<file path="src/rtl/core/cbf_ram.sv">
module cbf_ram #(
   parameter int WIDTH = 8,
   parameter int DEPTH = 4
) (
   input  logic                                        clock,
   input  logic                                        wr_en,
   input  logic [((DEPTH > 1) ? $clog2(DEPTH) : 1)-1:0] wr_addr,
   input  logic [WIDTH-1:0]                            wr_data,
   input  logic                                        rd_en,
   input  logic [((DEPTH > 1) ? $clog2(DEPTH) : 1)-1:0] rd_addr,
   output logic [WIDTH-1:0]                            rd_data
);

   logic [WIDTH-1:0] mem_ff [DEPTH];
   logic [WIDTH-1:0] rd_data_ff;

   // single write port, registered read port
   always_ff @(posedge clock) begin
      if (wr_en) begin
         mem_ff[wr_addr] <= wr_data;
      end
      if (rd_en) begin
         rd_data_ff <= mem_ff[rd_addr];
      end
   end

   assign rd_data = rd_data_ff;

endmodule

</file>
<file path="config.mk">
export PLATFORM = sky130hd
export DESIGN_NAME = cbf_ram
export DESIGN_NICKNAME = d
export VERILOG_FILES = /design/src/rtl/core/cbf_ram.sv
export SDC_FILE = /design/constraint.sdc
export NUM_CORES = 1
export LEC_CHECK = 0
export BUFFER_PORTS_ARGS = -buffer_cell sky130_fd_sc_hd__buf_2
export CORE_MARGIN = 10
export CORE_UTILIZATION = 45
export DETAILED_ROUTE_END_ITERATION = 16
export PLACE_DENSITY = 0.66
export SYNTH_ARGS = -nofsm -noshare
export SYNTH_HDL_FRONTEND = slang
export SYNTH_SLANG_ARGS = --single-unit
</file>
<file path="constraint.sdc">
create_clock -name clock -period 1.4 [get_ports clock]
set_input_delay 0.14 -clock clock [delete_from_list [all_inputs] [get_ports clock]]
set_output_delay 0.14 -clock clock [all_outputs]
set_load 0.03 [all_outputs]
</file>
* After elaboration in Yosys (flattened, before gate mapping)
Memories as Yosys holds them, arrays and structs flattened. A register that Yosys moved wholly into a read port is not among the register bits.
Cells that the tools add are included.
** Storage, ports and cells
- Latch bits :: 0
- Memories kept :: 1
- Register bits after elaboration :: 0
- Output and inout port bits :: 8
- Bits of input ports :: 15
- Memory bits (read-only) :: 0
- Word-level logic and storage cells :: 3
- Bits in writable memories :: 32
** Operators by class
- Add/subtract/negate cells :: 0
- Equal/unequal tests :: 0
- Shift operators :: 0
- Divide/modulo/power cells :: 0
- Reduce and logical (&&, ||, !) cells :: 0
- Magnitude comparators :: 0
- Multiplexer cells :: 2
- Multipliers :: 0
- Bitwise gates (word level) :: 0
** Memory list
- mem_ff :: words 4, bits a word 8, rd ports 1, clocked after Yosys merged registers in 1, write ports 1, line 14 : logic [WIDTH-1:0] mem_ff [DEPTH];
** Operator list (number)
- two-way mux 1 bit :: 2

* Longest topological paths before layout
- Depth after elaboration :: 2
- Depth in mapped cells :: 2
- Depth with buffers taken out :: 1

* Worst setup path after synthesis
Ideal clock, no wire load.
- Path type :: input-to-reg
- Start :: input wr_addr[0] (netlist bit)
- End :: memory mem_ff[0][0] (enable)
- Stages :: 1
- Required time :: 1.015 ns
- Library setup time :: 0.385 ns
- Arrival :: 0.819 ns
- Path slack :: 0.196 ns
- Path buffers :: 0
- Cells stage by stage :: nor3b_1
** RTL lines
- from (decl) :: line 7 : input logic [((DEPTH > 1) ? $clog2(DEPTH) : 1)-1:0] wr_addr,
- to (decl) :: line 14
Straight into the memory's write port.

* Worst setup path after layout
- Start :: memory mem_ff[0][3]
- End :: register rd_data_ff[3], in the netlist rd_data[3], read port of mem_ff (data pin)
** RTL lines
- to (decl) :: line 15 : logic [WIDTH-1:0] rd_data_ff;
No word-level cell between the ends.

==> impl_results.html <==
<table>
<tr><th>Metric</th><th>Value</th></tr>
<tr><th colspan="2">Clock network</th></tr>
<tr><td>Clock-pin slew reported for the worst setup and hold paths after clock tree synthesis</td><td>around 0.11 ns</td></tr>
<tr><td>Clock latency reported for the late side of the worst-skew pair</td><td>around 0.35 ns</td></tr>
<tr><td>TritonCTS clock tree</td><td>built</td></tr>
<tr><td>Number of CTS-inserted buffers</td><td>5</td></tr>
<tr><td>Post-cts sizing count</td><td>0</td></tr>
<tr><td>Root cell of the clock tree</td><td>sky130_fd_sc_hd__clkbuf_4</td></tr>
<tr><td>Setup Fix Bufs, Post-CTS</td><td>0</td></tr>
<tr><td>Maximum buffer depth of the clock tree</td><td>2</td></tr>
<tr><td>CTS Hold Buffers Added</td><td>4</td></tr>
<tr><td>H-tree depth reported by CTS</td><td>2</td></tr>
<tr><td>Sink Count</td><td>40</td></tr>
<tr><th colspan="2">Synth</th></tr>
<tr><td>Fraction of synthesized area in multiplexers</td><td>0.126</td></tr>
<tr><td>Post-Syn Area</td><td>roughly 1400 sq um</td></tr>
<tr><td>Sequential area share after synthesis</td><td>0.841</td></tr>
<tr><td>Yosys top cell area share</td><td>0.841</td></tr>
<tr><td>Synthesized-area fraction occupied by ao, oa, aoi and oai cells</td><td>0</td></tr>
<tr><td>YS warnings</td><td>0</td></tr>
<tr><td>Post-synthesis net count</td><td>69</td></tr>
<tr><td>Main combinational cell family by area after synthesis</td><td>multiplexers</td></tr>
<tr><td>Cell taking the most area after synthesis</td><td>sky130_fd_sc_hd__edfxtp_1</td></tr>
<tr><td>Adder and majority cell fraction of the synthesized area</td><td>0</td></tr>
<tr><td>Post-synthesis cell type count</td><td>7</td></tr>
<tr><td>Synthesized area per cell</td><td>approximately 26 sq um</td></tr>
<tr><td>Top cells by area, synth</td><td>sky130_fd_sc_hd__edfxtp_1 84%, sky130_fd_sc_hd__mux4_2 13%, sky130_fd_sc_hd__and3b_1 1.2%</td></tr>
<tr><td>Cells after Synth</td><td>54</td></tr>
<tr><td>Fraction of the mapped netlist area in simple logic gates</td><td>0.0219</td></tr>
<tr><td>Fraction of synthesized cell area in xor and xnor cells</td><td>0</td></tr>
<tr><td>Flops &amp; latches, synth</td><td>40</td></tr>
<tr><th colspan="2">STA</th></tr>
<tr><td>RSZ-0062 raised after global routing</td><td>no</td></tr>
<tr><td>Crit share post-route</td><td>0.780</td></tr>
<tr><td>Final critical-path required period</td><td>1.09 ns</td></tr>
<tr><td>Relative slew slack</td><td>0.719</td></tr>
<tr><td>Worst-margin pin slew</td><td>0.422 ns</td></tr>
<tr><td>Fin Hold WS</td><td>between 0.015 and 0.02 ns</td></tr>
<tr><td>Post-route setup TNS</td><td>0 ns</td></tr>
<tr><td>Final max-slew violation count</td><td>0</td></tr>
<tr><td>Maximum frequency from static timing analysis</td><td>around 0.92 GHz</td></tr>
<tr><td>Count of final setup violators</td><td>0</td></tr>
<tr><td>Count of endpoints failing hold in the final timing report</td><td>0</td></tr>
<tr><td>Setup skew after layout</td><td>between 0.015 and 0.02 ns</td></tr>
<tr><th colspan="2">Cells and area</th></tr>
<tr><td>Commonest non-fill, non-tap cells in the layout</td><td>40 x sky130_fd_sc_hd__edfxtp_1, 22 x sky130_fd_sc_hd__buf_2, 8 x sky130_fd_sc_hd__mux4_2</td></tr>
<tr><td>Fillers</td><td>between 200 and 250</td></tr>
<tr><td>Final cell utilization of the core</td><td>0.564</td></tr>
<tr><td>Most common cell after layout, fill and taps aside</td><td>sky130_fd_sc_hd__edfxtp_1</td></tr>
<tr><td>Share of final-layout standard cells stronger than drive strength 1</td><td>0.442</td></tr>
<tr><td>Flip-flop and latch area</td><td>between 1000 and 1500 sq um</td></tr>
<tr><td>Final #Nets</td><td>about 100</td></tr>
<tr><td>Area growth from synthesis to layout</td><td>20.6%</td></tr>
<tr><td>Area of combinational cells with multiple inputs</td><td>about 210 sq um</td></tr>
<tr><td>ANT cells</td><td>0</td></tr>
<tr><th colspan="2">Setup path</th></tr>
<tr><td>Highest net fanout along the worst path</td><td>1</td></tr>
<tr><td>Cell type group with the largest total delay on the critical path</td><td>multiplexers</td></tr>
<tr><td>Buffering stage count on the worst path with inverters included</td><td>0</td></tr>
<tr><td>Worst-path cell with the longest stage delay</td><td>sky130_fd_sc_hd__mux4_2</td></tr>
<tr><td>Largest stage delay on the critical path</td><td>0.47 ns</td></tr>
<tr><td>Critical setup path kind</td><td>register to register</td></tr>
<tr><td>Required time at the endpoint of the critical path</td><td>about 1.5 ns</td></tr>
<tr><td>Type of destination of the critical path</td><td>register</td></tr>
<tr><td>Critical Path Start Type</td><td>register</td></tr>
<tr><td>Crit Reg-Reg Startpoint</td><td>mem_ff[0][3]$_DFFE_PP_</td></tr>
<tr><td>Crit path DAT</td><td>roughly 1.2 ns</td></tr>
<tr><td>Number of cells on the worst reg-to-reg path</td><td>1</td></tr>
<tr><td>Register-to-Register Setup Slack</td><td>approximately 0.31 ns</td></tr>
<tr><td>Reg2Reg Capture Point</td><td>rd_data[3]$_DFFE_PP_</td></tr>
<tr><td>Critical path cell sequence</td><td>mux4_2</td></tr>
<tr><th colspan="2">GRT</th></tr>
<tr><td>Via count of the first global-routing pass</td><td>just under 700</td></tr>
<tr><td>Global-route total usage across every layer</td><td>0.0788</td></tr>
<tr><td>Largest net degree at the start of global routing</td><td>13</td></tr>
<tr><td>Global-route wire length before repair</td><td>between 3000 and 4000 um</td></tr>
<tr><td>Final global-route overflow total</td><td>0</td></tr>
<tr><td>Antenna violations before repair</td><td>0</td></tr>
<tr><th colspan="2">Floorplan</th></tr>
<tr><td>Height of the die</td><td>roughly 76 um</td></tr>
<tr><td>Starting utilization of the core area</td><td>0.468</td></tr>
<tr><td>Number of top-level design ports</td><td>23</td></tr>
<tr><td>Die span in x</td><td>approximately 76 um</td></tr>
<tr><td>Placeable core area</td><td>3050 sq um</td></tr>
<tr><td>Area enclosed by the die boundary</td><td>between 5000 and 6000 sq um</td></tr>
<tr><td>Row count</td><td>20</td></tr>
<tr><th colspan="2">Worst hold path</th></tr>
<tr><td>Worst hold path stage count</td><td>1</td></tr>
<tr><td>Source of the worst hold timing path</td><td>wr_data[7]</td></tr>
<tr><td>Hold Path End</td><td>mem_ff[0][7]$_DFFE_PP_</td></tr>
<tr><td>Type of the tightest min-delay check</td><td>input pin to register</td></tr>
<tr><th colspan="2">Route</th></tr>
<tr><td>Routed length per placed instance</td><td>16.9 um</td></tr>
<tr><td>Detail Route Antenna Nets</td><td>0</td></tr>
<tr><td>Residual DRC count</td><td>0</td></tr>
<tr><td>Final routed wirelength across all metal layers</td><td>between 2000 and 2500 um</td></tr>
<tr><td>Via density per instance</td><td>between 4 and 5</td></tr>
<tr><td>Count of vias placed by the detailed router</td><td>between 600 and 700</td></tr>
<tr><td>Drt first-iter violations</td><td>22</td></tr>
<tr><td>DRT Pass-1 Iters</td><td>4</td></tr>
<tr><th colspan="2">Job</th></tr>
<tr><td>Max capacitance violation total</td><td>0</td></tr>
<tr><th colspan="2">Run status</th></tr>
<tr><td>Status</td><td>complete, no violations</td></tr>
<tr><th colspan="2">Power and ir drop</th></tr>
<tr><td>Power Density</td><td>around 1400 nW/um^2</td></tr>
<tr><td>Leakage</td><td>0.000604 uW</td></tr>
<tr><td>IR Drop Worst-Case VDD</td><td>0.000950 V</td></tr>
<tr><th colspan="2">Placed design</th></tr>
<tr><td>Number of port buffers</td><td>22</td></tr>
<tr><td>Routability congestion estimate</td><td>around 0.66</td></tr>
</table>
-- how the worst max path moves through the flow --
stage	startpoint	end	slack [ns]	cells after the start
after floorplan	wr_addr[0]	mem_ff[0][0]$_DFFE_PP_	0.20	1
after global placement	rd_addr[0]	rd_data[3]$_DFFE_PP_	0.16	2
after detailed placement	rd_addr[0]	rd_data[3]$_DFFE_PP_	0.14	2
after CTS	mem_ff[0][3]$_DFFE_PP_	rd_data[3]$_DFFE_PP_	0.30	1
after global routing	mem_ff[2][1]$_DFFE_PP_	rd_data[1]$_DFFE_PP_	0.27	1
final	mem_ff[0][3]$_DFFE_PP_	rd_data[3]$_DFFE_PP_	0.31	1
-- sequential cells by signal, indices dropped and copies added, names as in the netlist --
signal and count:
mem_ff 32, rd_data 8
-- power breakdown --
group / total (uW) / internal (uW) / switching, uW
clock: 892 / 547 / 345
combinational: 166 / 70.9 / 95.6
sequential: 1400 / 1390 / 12.7
total: 2460 / 2010 / 454
-- Yosys cell counts --
cell                       number
sky130_fd_sc_hd__mux4_2         8
sky130_fd_sc_hd__clkbuf_2       1
sky130_fd_sc_hd__edfxtp_1      40
sky130_fd_sc_hd__and3_1         1
sky130_fd_sc_hd__buf_6          1
sky130_fd_sc_hd__nor3b_1        1
sky130_fd_sc_hd__and3b_1        2
-- area by class of cell --
cell class                      instances  share of cell area
Multi-Input combinational cell         12               0.123
Sequential cell                        40               0.697
Tap cell                               44              0.0320
Clock inverter                          2              0.0349
Clock buffer                            5              0.0218
Timing Repair Buffer                   27              0.0915
-- layer usage --
metal  share of wire  vias to the layer above  track usage
met5               0                        -            0
met4           0.036                        0       0.0669
met3           0.057                        8       0.0248
met2            0.51                       23        0.129
met1            0.39                      305       0.0801
li1                -                      293            -
-- per-stage QoR --
stage	area (sq um)	total power, uW	setup WS [ns]	cells
final	1720	2460	0.308	130
after global routing	1720	2540	0.268	130
after CTS	1720	2480	0.304	130
after detailed placement	1590	1590	0.142	119
after global placement	1590	1580	0.156	119
after floorplan	1430	1530	0.196	54
-- logic make-up (layout without fill, tap and decap cells) --
kind of cell	Yosys count	in the layout
AND/OR/NAND/NOR	4	4
flip-flops	40	40
buffers and inverters	2	34
multiplexers	8	8
No activity file was read; power rests on OpenSTA's default activity.
