`config.mk`:
```
export PLATFORM = sky130hd
export DESIGN_NAME = cbf_wmul
export DESIGN_NICKNAME = d
export VERILOG_FILES = /design/src/rtl/core/cbf_pkg.sv /design/src/rtl/core/cbf_wmul.sv
export SDC_FILE = /design/constraint.sdc
export NUM_CORES = 2
export LEC_CHECK = 0
export BUFFER_PORTS_ARGS = -buffer_cell sky130_fd_sc_hd__buf_2
export CORE_MARGIN = 3
export CORE_UTILIZATION = 45
export CTS_CLUSTER_SIZE = 12
export DETAILED_ROUTE_END_ITERATION = 7
export GPL_ROUTABILITY_DRIVEN = 0
export GPL_TIMING_DRIVEN = 0
export PLACE_DENSITY_LB_ADDON = 0.12
export SETUP_SLACK_MARGIN = 0.3
export SLEW_MARGIN = 20
export SYNTH_ARGS = -nofsm -noshare
export SYNTH_HDL_FRONTEND = slang
export SYNTH_SLANG_ARGS = --single-unit
export TNS_END_PERCENT = 30
```
`constraint.sdc`:
```
create_clock -name clock -period 26.8 [get_ports clock]
set_input_delay 1.34 -clock clock [delete_from_list [all_inputs] [get_ports clock]]
set_output_delay 1.34 -clock clock [all_outputs]
set_load 0.02 [all_outputs]
```
`src/rtl/core/cbf_pkg.sv`:
```
package cbf_pkg;

   // geometry of the subdivision stack
   localparam int MAX_LEVELS  = 6;
   localparam int COORD_BITS  = 24;
   localparam int LVL_W       = (MAX_LEVELS > 1) ? $clog2(MAX_LEVELS) : 1;
   localparam int PIECE_WORDS = 8;
   localparam int ROW_WORDS   = 14;
   localparam int ROW_W       = ROW_WORDS * COORD_BITS;

   // flatness arithmetic widths
   localparam int ME_W   = 23;
   localparam int OP_W   = 2 * COORD_BITS + 4;
   localparam int HALF_W = (OP_W + 1) / 2;
   localparam int PROD_W = 2 * OP_W;

   // register port
   localparam int CSR_AW = 5;
   localparam int CSR_DW = 32;

   localparam logic [2:0] REG_CLIP_ENABLE = 3'd0;
   localparam logic [2:0] REG_CLIP_LEFT   = 3'd1;
   localparam logic [2:0] REG_CLIP_TOP    = 3'd2;
   localparam logic [2:0] REG_CLIP_RIGHT  = 3'd3;
   localparam logic [2:0] REG_CLIP_BOTTOM = 3'd4;
   localparam logic [2:0] REG_MAX_ERROR   = 3'd5;

   typedef logic [COORD_BITS-1:0] coord_type;
   // piece words: p0x p0y c1x c1y c2x c2y p3x p3y
   typedef logic [PIECE_WORDS-1:0][COORD_BITS-1:0] piece_type;
   // row words: p0 l1 l2 centre r2 r1 p3, each x then y
   typedef logic [ROW_WORDS-1:0][COORD_BITS-1:0] row_type;

   typedef enum logic [1:0] {
      DIR_LEFT  = 2'd1,
      DIR_RIGHT = 2'd2,
      DIR_DONE  = 2'd3
   } dir_type;

   typedef enum logic [3:0] {
      ST_IDLE,
      ST_CLIP,
      ST_MUL_GO,
      ST_MUL_WAIT,
      ST_SPLIT,
      ST_WALK,
      ST_ROW,
      ST_END
   } state_type;

   typedef enum logic [3:0] {
      MS_ME2,
      MS_DX2,
      MS_DY2,
      MS_RHS,
      MS_T1,
      MS_T2,
      MS_C2,
      MS_EX2,
      MS_EY2
   } mstep_type;

   // floor((a + b) / 2)
   function automatic coord_type mid(input coord_type a, input coord_type b);
      logic [COORD_BITS:0] s;
      s = {a[COORD_BITS-1], a} + {b[COORD_BITS-1], b};
      return s[COORD_BITS:1];
   endfunction

   function automatic coord_type smin(input coord_type a, input coord_type b);
      return ($signed(a) < $signed(b)) ? a : b;
   endfunction

   function automatic coord_type smax(input coord_type a, input coord_type b);
      return ($signed(a) > $signed(b)) ? a : b;
   endfunction

   // magnitude of a coordinate difference
   function automatic coord_type mag(input logic [COORD_BITS:0] v);
      logic [COORD_BITS:0] n;
      n = v[COORD_BITS] ? (~v + 1'b1) : v;
      return n[COORD_BITS-1:0];
   endfunction

endpackage

```
`src/rtl/core/cbf_wmul.sv`:
```
module cbf_wmul import cbf_pkg::*; (
   input  logic              clock,
   input  logic              reset,
   input  logic              start,
   input  logic [OP_W-1:0]   a,
   input  logic [OP_W-1:0]   b,
   output logic              done,
   output logic [PROD_W-1:0] product
);

   logic                  busy_ff;
   logic                  done_ff;
   logic [2:0]            cnt_ff;
   logic [1:0]            sh_ff;
   logic [2*HALF_W-1:0]   part_ff;
   logic [PROD_W-1:0]     acc_ff;
   logic [HALF_W-1:0]     a_lo, a_hi, b_lo, b_hi;
   logic [HALF_W-1:0]     pa, pb;
   logic [PROD_W-1:0]     part_shift;

   // operand halves
   always_comb begin
      a_lo = a[HALF_W-1:0];
      b_lo = b[HALF_W-1:0];
      a_hi = HALF_W'(a[OP_W-1:HALF_W]);
      b_hi = HALF_W'(b[OP_W-1:HALF_W]);
   end

   // partial product select, one per cycle
   always_comb begin
      case (cnt_ff[1:0])
         2'd0: begin pa = a_lo; pb = b_lo; end
         2'd1: begin pa = a_lo; pb = b_hi; end
         2'd2: begin pa = a_hi; pb = b_lo; end
         default: begin pa = a_hi; pb = b_hi; end
      endcase
   end

   // align the registered partial
   always_comb begin
      case (sh_ff)
         2'd0:    part_shift = PROD_W'(part_ff);
         2'd1, 2'd2: part_shift = PROD_W'(part_ff) << HALF_W;
         default: part_shift = PROD_W'(part_ff) << (2 * HALF_W);
      endcase
   end

   // sequencing
   always_ff @(posedge clock) begin
      if (reset) begin
         busy_ff <= 1'b0;
         done_ff <= 1'b0;
         cnt_ff  <= 3'd0;
      end else begin
         done_ff <= 1'b0;
         if (start) begin
            busy_ff <= 1'b1;
            cnt_ff  <= 3'd0;
         end else if (busy_ff) begin
            cnt_ff <= cnt_ff + 3'd1;
            if (cnt_ff == 3'd4) begin
               busy_ff <= 1'b0;
               done_ff <= 1'b1;
            end
         end
      end
   end

   // multiply and accumulate
   always_ff @(posedge clock) begin
      if (start) begin
         acc_ff <= '0;
      end else if (busy_ff) begin
         part_ff <= pa * pb;
         sh_ff   <= (cnt_ff[1:0] == 2'd3) ? 2'd3 :
                    ((cnt_ff[1:0] == 2'd0) ? 2'd0 : cnt_ff[1:0]);
         if (cnt_ff != 3'd0) begin
            acc_ff <= acc_ff + part_shift;
         end
      end
   end

   assign done    = done_ff;
   assign product = acc_ff;

endmodule

```
---- Word-level counts from Yosys, hierarchy flattened ----
Cells that the tools add are included.
cells by class
  reduce and logical (&&, ||, !) cells .... 10
  bitwise logic cells ..................... 2
  $mul .................................... 1
  $add $sub $neg .......................... 2
  muxes and demuxes ....................... 8
  equality and inequality tests ........... 6
operators with widths
  cell                                           count
  one-hot mux 104 bit (2 select lines)           1
  adder 104 bit                                  1
  multiplier 26 x 26 -> 52 bit                   1
  two-way mux 26 bit                             2
  OR reduction 2 bit                             4
  == test 2 bit, second input constant           3
  == test 2 x 1 -> 1 bit, second input constant  2
  zero test 2 bit                                2
  two-way mux 1 bit                              4
  AND reduction 2 bit                            2
  adder 3 x 1 -> 3 bit, second input constant    1
  == test 3 bit, second input constant           1
  nonzero test 3 bit                             1
  OR reduction 3 bit                             1
  two-way mux 2 bit                              1
  inverter 1 bit                                 2
word-level totals
  output and inout bits ................... 105
  logic and storage cells ................. 35
  input port bits ......................... 107
  register bits after elaboration ......... 163

---- Longest topological paths before layout ----
  depth in word-level cells ............... 4
  mapped depth ............................ 33
  depth with buffers taken out ............ 30

---- Worst setup path before layout ----
OpenSTA, ideal clock, no wires.
  kind .................................... reg-to-reg
  from .................................... register cnt_ff[0]
  to ...................................... register part_ff[51], data pin
  required time ........................... 26539 ps
  cell stages (with the launch flop) ...... 31
  data arrival time ....................... 8383 ps
  buffers on the path ..................... 3
  setup time .............................. 261 ps
  period minus slack after synthesis ...... 8644 ps
  setup slack ............................. 18156 ps
  path through ............................ dfxtp_1 inv_1 ha_1 nor2_1 clkbuf_1 mux2i_1 clkbuf_1 nor2_1 fa_1 fa_1 inv_1 fa_1 inv_1 fa_1 inv_1 fa_1 inv_1 fa_1 inv_1 fa_1 inv_1 ha_1 clkbuf_1 a21o_1 a21o_1 a21oi_1 o311a_1 a2111oi_0 a2bb2oi_1 a31oi_1 a311o_1
on the way
  longest elaborated chain between the ends .. 4
  elaborated cells between the ends (all ways) .. 8
  those cells by class .................... 1 x mul; 2 x eq/ne; 2 x mux; 3 x reduce/logical
ends and longest elaborated chain
  element                                         RTL line        RTL
  start: declaration                              cbf_wmul.sv:13  logic [2:0] cnt_ff;
  start signal: assignment                        cbf_wmul.sv:60  cnt_ff <= cnt_ff + 3'd1;
  == test 2 x 1 -> 1 bit (tied with other cells)  cbf_wmul.sv:31  case (cnt_ff[1:0])
  OR reduction 2 bit (no line)                    n/a
  two-way mux 26 bit                              cbf_wmul.sv:31
  multiplier 26 x 26 -> 52 bit *                  cbf_wmul.sv:74  part_ff <= pa * pb;
  end signal: assignment                          cbf_wmul.sv:74
  end: declaration                                cbf_wmul.sv:15  logic [2*HALF_W-1:0] part_ff;
Mark *: on every way between the ends. The rest lies on a longest branch, timed or not.
A chain may end at the register's enable or synchronous reset.

---- Final worst setup path ----
Same ends and word-level chain as after synthesis.

==> summary.txt <==
share of the synthesized area in the top cell type: 0.3267
Core Area: 76710 um^2
Buffers & Inverters on Critical Path: 10
f_max: 82.67 MHz
Synth cell types: 78
WL/cell: 24.56 um
Nets: 5483
Post-CTS Setup Bufs: 0
skew final: 0.01294 ns
netlist area before placement: 35240 um^2
Crit-path slowest cell: clkbuf_1
Layout area overhead: 8.778%
RSZ-0062 raised after global routing: false
Starting DRT DRC Count: 2980
Arr. time, crit path: 12.31 ns
Port Buffers: 211
total number of vias: 31910
Top Ports: 212
setup_tns: 0 ns
Total Wirelength: 136200 um
min Tclk post-route: 12.10 ns
MaxCap Viol Count: 0
Synth area leaders: fa_1, ha_1, inv_1
Final period util: 0.4514
worst min-delay path startpoint: product[28]
WP data required: 27.01 ns
crit-path max FO: 10
post_cts resized: 0
status: completed
clock slew at reported path FFs: 0.07 ns
Worst Setup SP: cnt_ff[0]
Final Slew Violations: 0
Worst-Skew Late Latency: 0.46 ns
GRT overflow: 0
initial antenna violation count: 0
TritonCTS Buffers: 17
post-route cell area: 38330 um^2
CTS Sinks: 163
Crit path max-delay family: adder cells
final hold vios: 0
Setup WS post-layout: 14.70 ns
Main synth FF type: dfxtp_1
first-pass GRT wire length: 202500 um
Die Ht: 285.8 um
syn_area_per_cell: 8.258 um^2
drt pass-1 iters: 8
Starting Density: 0.4594
reg2reg start: cnt_ff[0]
Setup violations, final: 0
vias in the first global route: 31920
dpl hpwl: 114500 um
EDFF count, synth: 54
layout cell share with drive strength beyond 1: 0.07711
# hold bufs at CTS: 0
buffer levels on the longest clock path: 2
Residual DRC: 0
Slew @ Worst Pin: 1.179 ns
largest net degree at the start of global routing: 30
fraction of registers with async set/reset: 0
post-route ant nets: 0
Yosys warning total: 0
Synth area leader: fa_1
area post-placement: 37700 um^2
critical path launch point type: flop
TritonCTS clock tree: done
Gate Count Post-Synth: 4267
Die Span X: 285.8 um
headroom to the max-slew limit: 0.1912
H-tree levels: 4
Synth Register Bits: 163
vias per inst: 5.755
syn nets: 5250
All-Layer GR Usage: 0.3333
Fillers: 7712
crit end category: flop
Root Buffer: clkbuf_16
Cell Rows: 101
WS Path Type: reg -> reg
HP Class: reg -> reg
sequential fraction of the synthesis area: 0.1079
CP peak stage delay: 0.96 ns
worst setup slack after placement: 14.88 ns
die area: 81700 um^2
==> worst min-delay path, delay by kind of cell (launching register included) <==
family / cells / cell delay [ns]
flops: 1 / 0.33
simple gates: 1 / 0.06
compound gates: 1 / 0.05
==> registers in the layout (all words and copies together), names as in the netlist <==
register / cells
part_ff: 52
cnt_ff: 3
done: 1
product: 104
busy_ff: 1
sh_ff: 2
==> area by class of cell <==
| class | instances | area, um^2 | area share |
|---|---|---|---|
| antenna | 2 | 5.005 | 0.0001306 |
| tap | 1030 | 1289 | 0.03362 |
| sequential | 163 | 3804 | 0.09924 |
| timing repair buffer | 214 | 1102 | 0.02876 |
| multi-input combinational | 3215 | 28160 | 0.7347 |
| buffer | 213 | 807.0 | 0.02106 |
| clock buffer | 19 | 454.2 | 0.01185 |
| inverter | 676 | 2537 | 0.06620 |
| clock inverter | 13 | 168.9 | 0.004407 |
==> path summary, 6_finish.rpt <==
path / to / slack [ns] / cells past startpoint
worst min-delay path: product[28] / 0.48 / 2
worst max-delay path: part_ff[51] / 14.70 / 29
worst max register to register: part_ff[51] / 14.70 / 29
worst min register to register: product[28] / 0.48 / 2
==> synthesized netlist by cell type (all sizes together) (50+ instances only) <==
master  instances
xnor2          82
clkbuf        204
mux2i          51
edfxtp         54
a21o           80
inv           676
mux2           50
fa            575
dfxtp         109
nand2         605
nand4          52
a22o           57
o21ai         144
nor2          467
a21oi         265
ha            301
and2           74
==> metal layers <==
metal | share of wire | vias up | GRT usage | routed length [um]
met1 | 0.40 | 15560 | 0.4275 | 53820
met4 | 0.068 | 0 | 0.1869 | 9195
met5 | 0 | - | 0 | 0
met2 | 0.44 | 1734 | 0.5223 | 59460
met3 | 0.10 | 383 | 0.07378 | 13730
li1 | - | 14230 | - | -
==> logic make-up after synthesis <==
kind of cell    share of synthesized area
compound gates                     0.1364
mux                               0.03047
xor+xnor                          0.03182
simple gates                       0.1650
fa+ha+maj                          0.4336
buf+inv                           0.09488
flops                              0.1079
==> cell usage in the layout (no fill, tap or decap), types with 7 or more instances in the layout <==
cell type / count
mux2i_2: 14
and4_1: 8
or2_2: 11
ha_1: 301
a31oi_1: 22
o21a_1: 21
mux2i_1: 37
clkbuf_16: 18
nand4_1: 51
nor2_1: 466
a21boi_0: 7
fa_1: 575
o211ai_1: 10
a221oi_1: 7
or3_1: 10
clkbuf_1: 204
o31ai_1: 12
xnor2_1: 82
nand2b_1: 12
and3_1: 16
xor2_1: 46
o21ai_0: 142
o21bai_1: 33
nor3_1: 34
nand3_1: 36
a22o_1: 57
nand2_1: 605
nor2b_1: 12
a21o_1: 80
mux2_2: 50
o221ai_1: 7
inv_1: 676
dfxtp_1: 109
edfxtp_1: 54
a21oi_1: 265
a211oi_1: 12
buf_2: 216
and2_1: 74
==> stage by stage <==
step / std cells / utilization / hold slack, ns
5_1_grt: 5543 / 0.4996 / 0.5017
2_1_floorplan: 4267 / - / 0.4547
4_1_cts: 5543 / 0.4996 / 0.4764
3_5_place_dp: 5511 / 0.4914 / 0.4658
6_report: 5545 / 0.4997 / 0.4755
3_3_place_gp: 5508 / 0.4899 / 0.4645
Power is left out: the tool's default activity adds up to more than one toggle a clock period on the data nets, which glitch-free logic cannot reach.
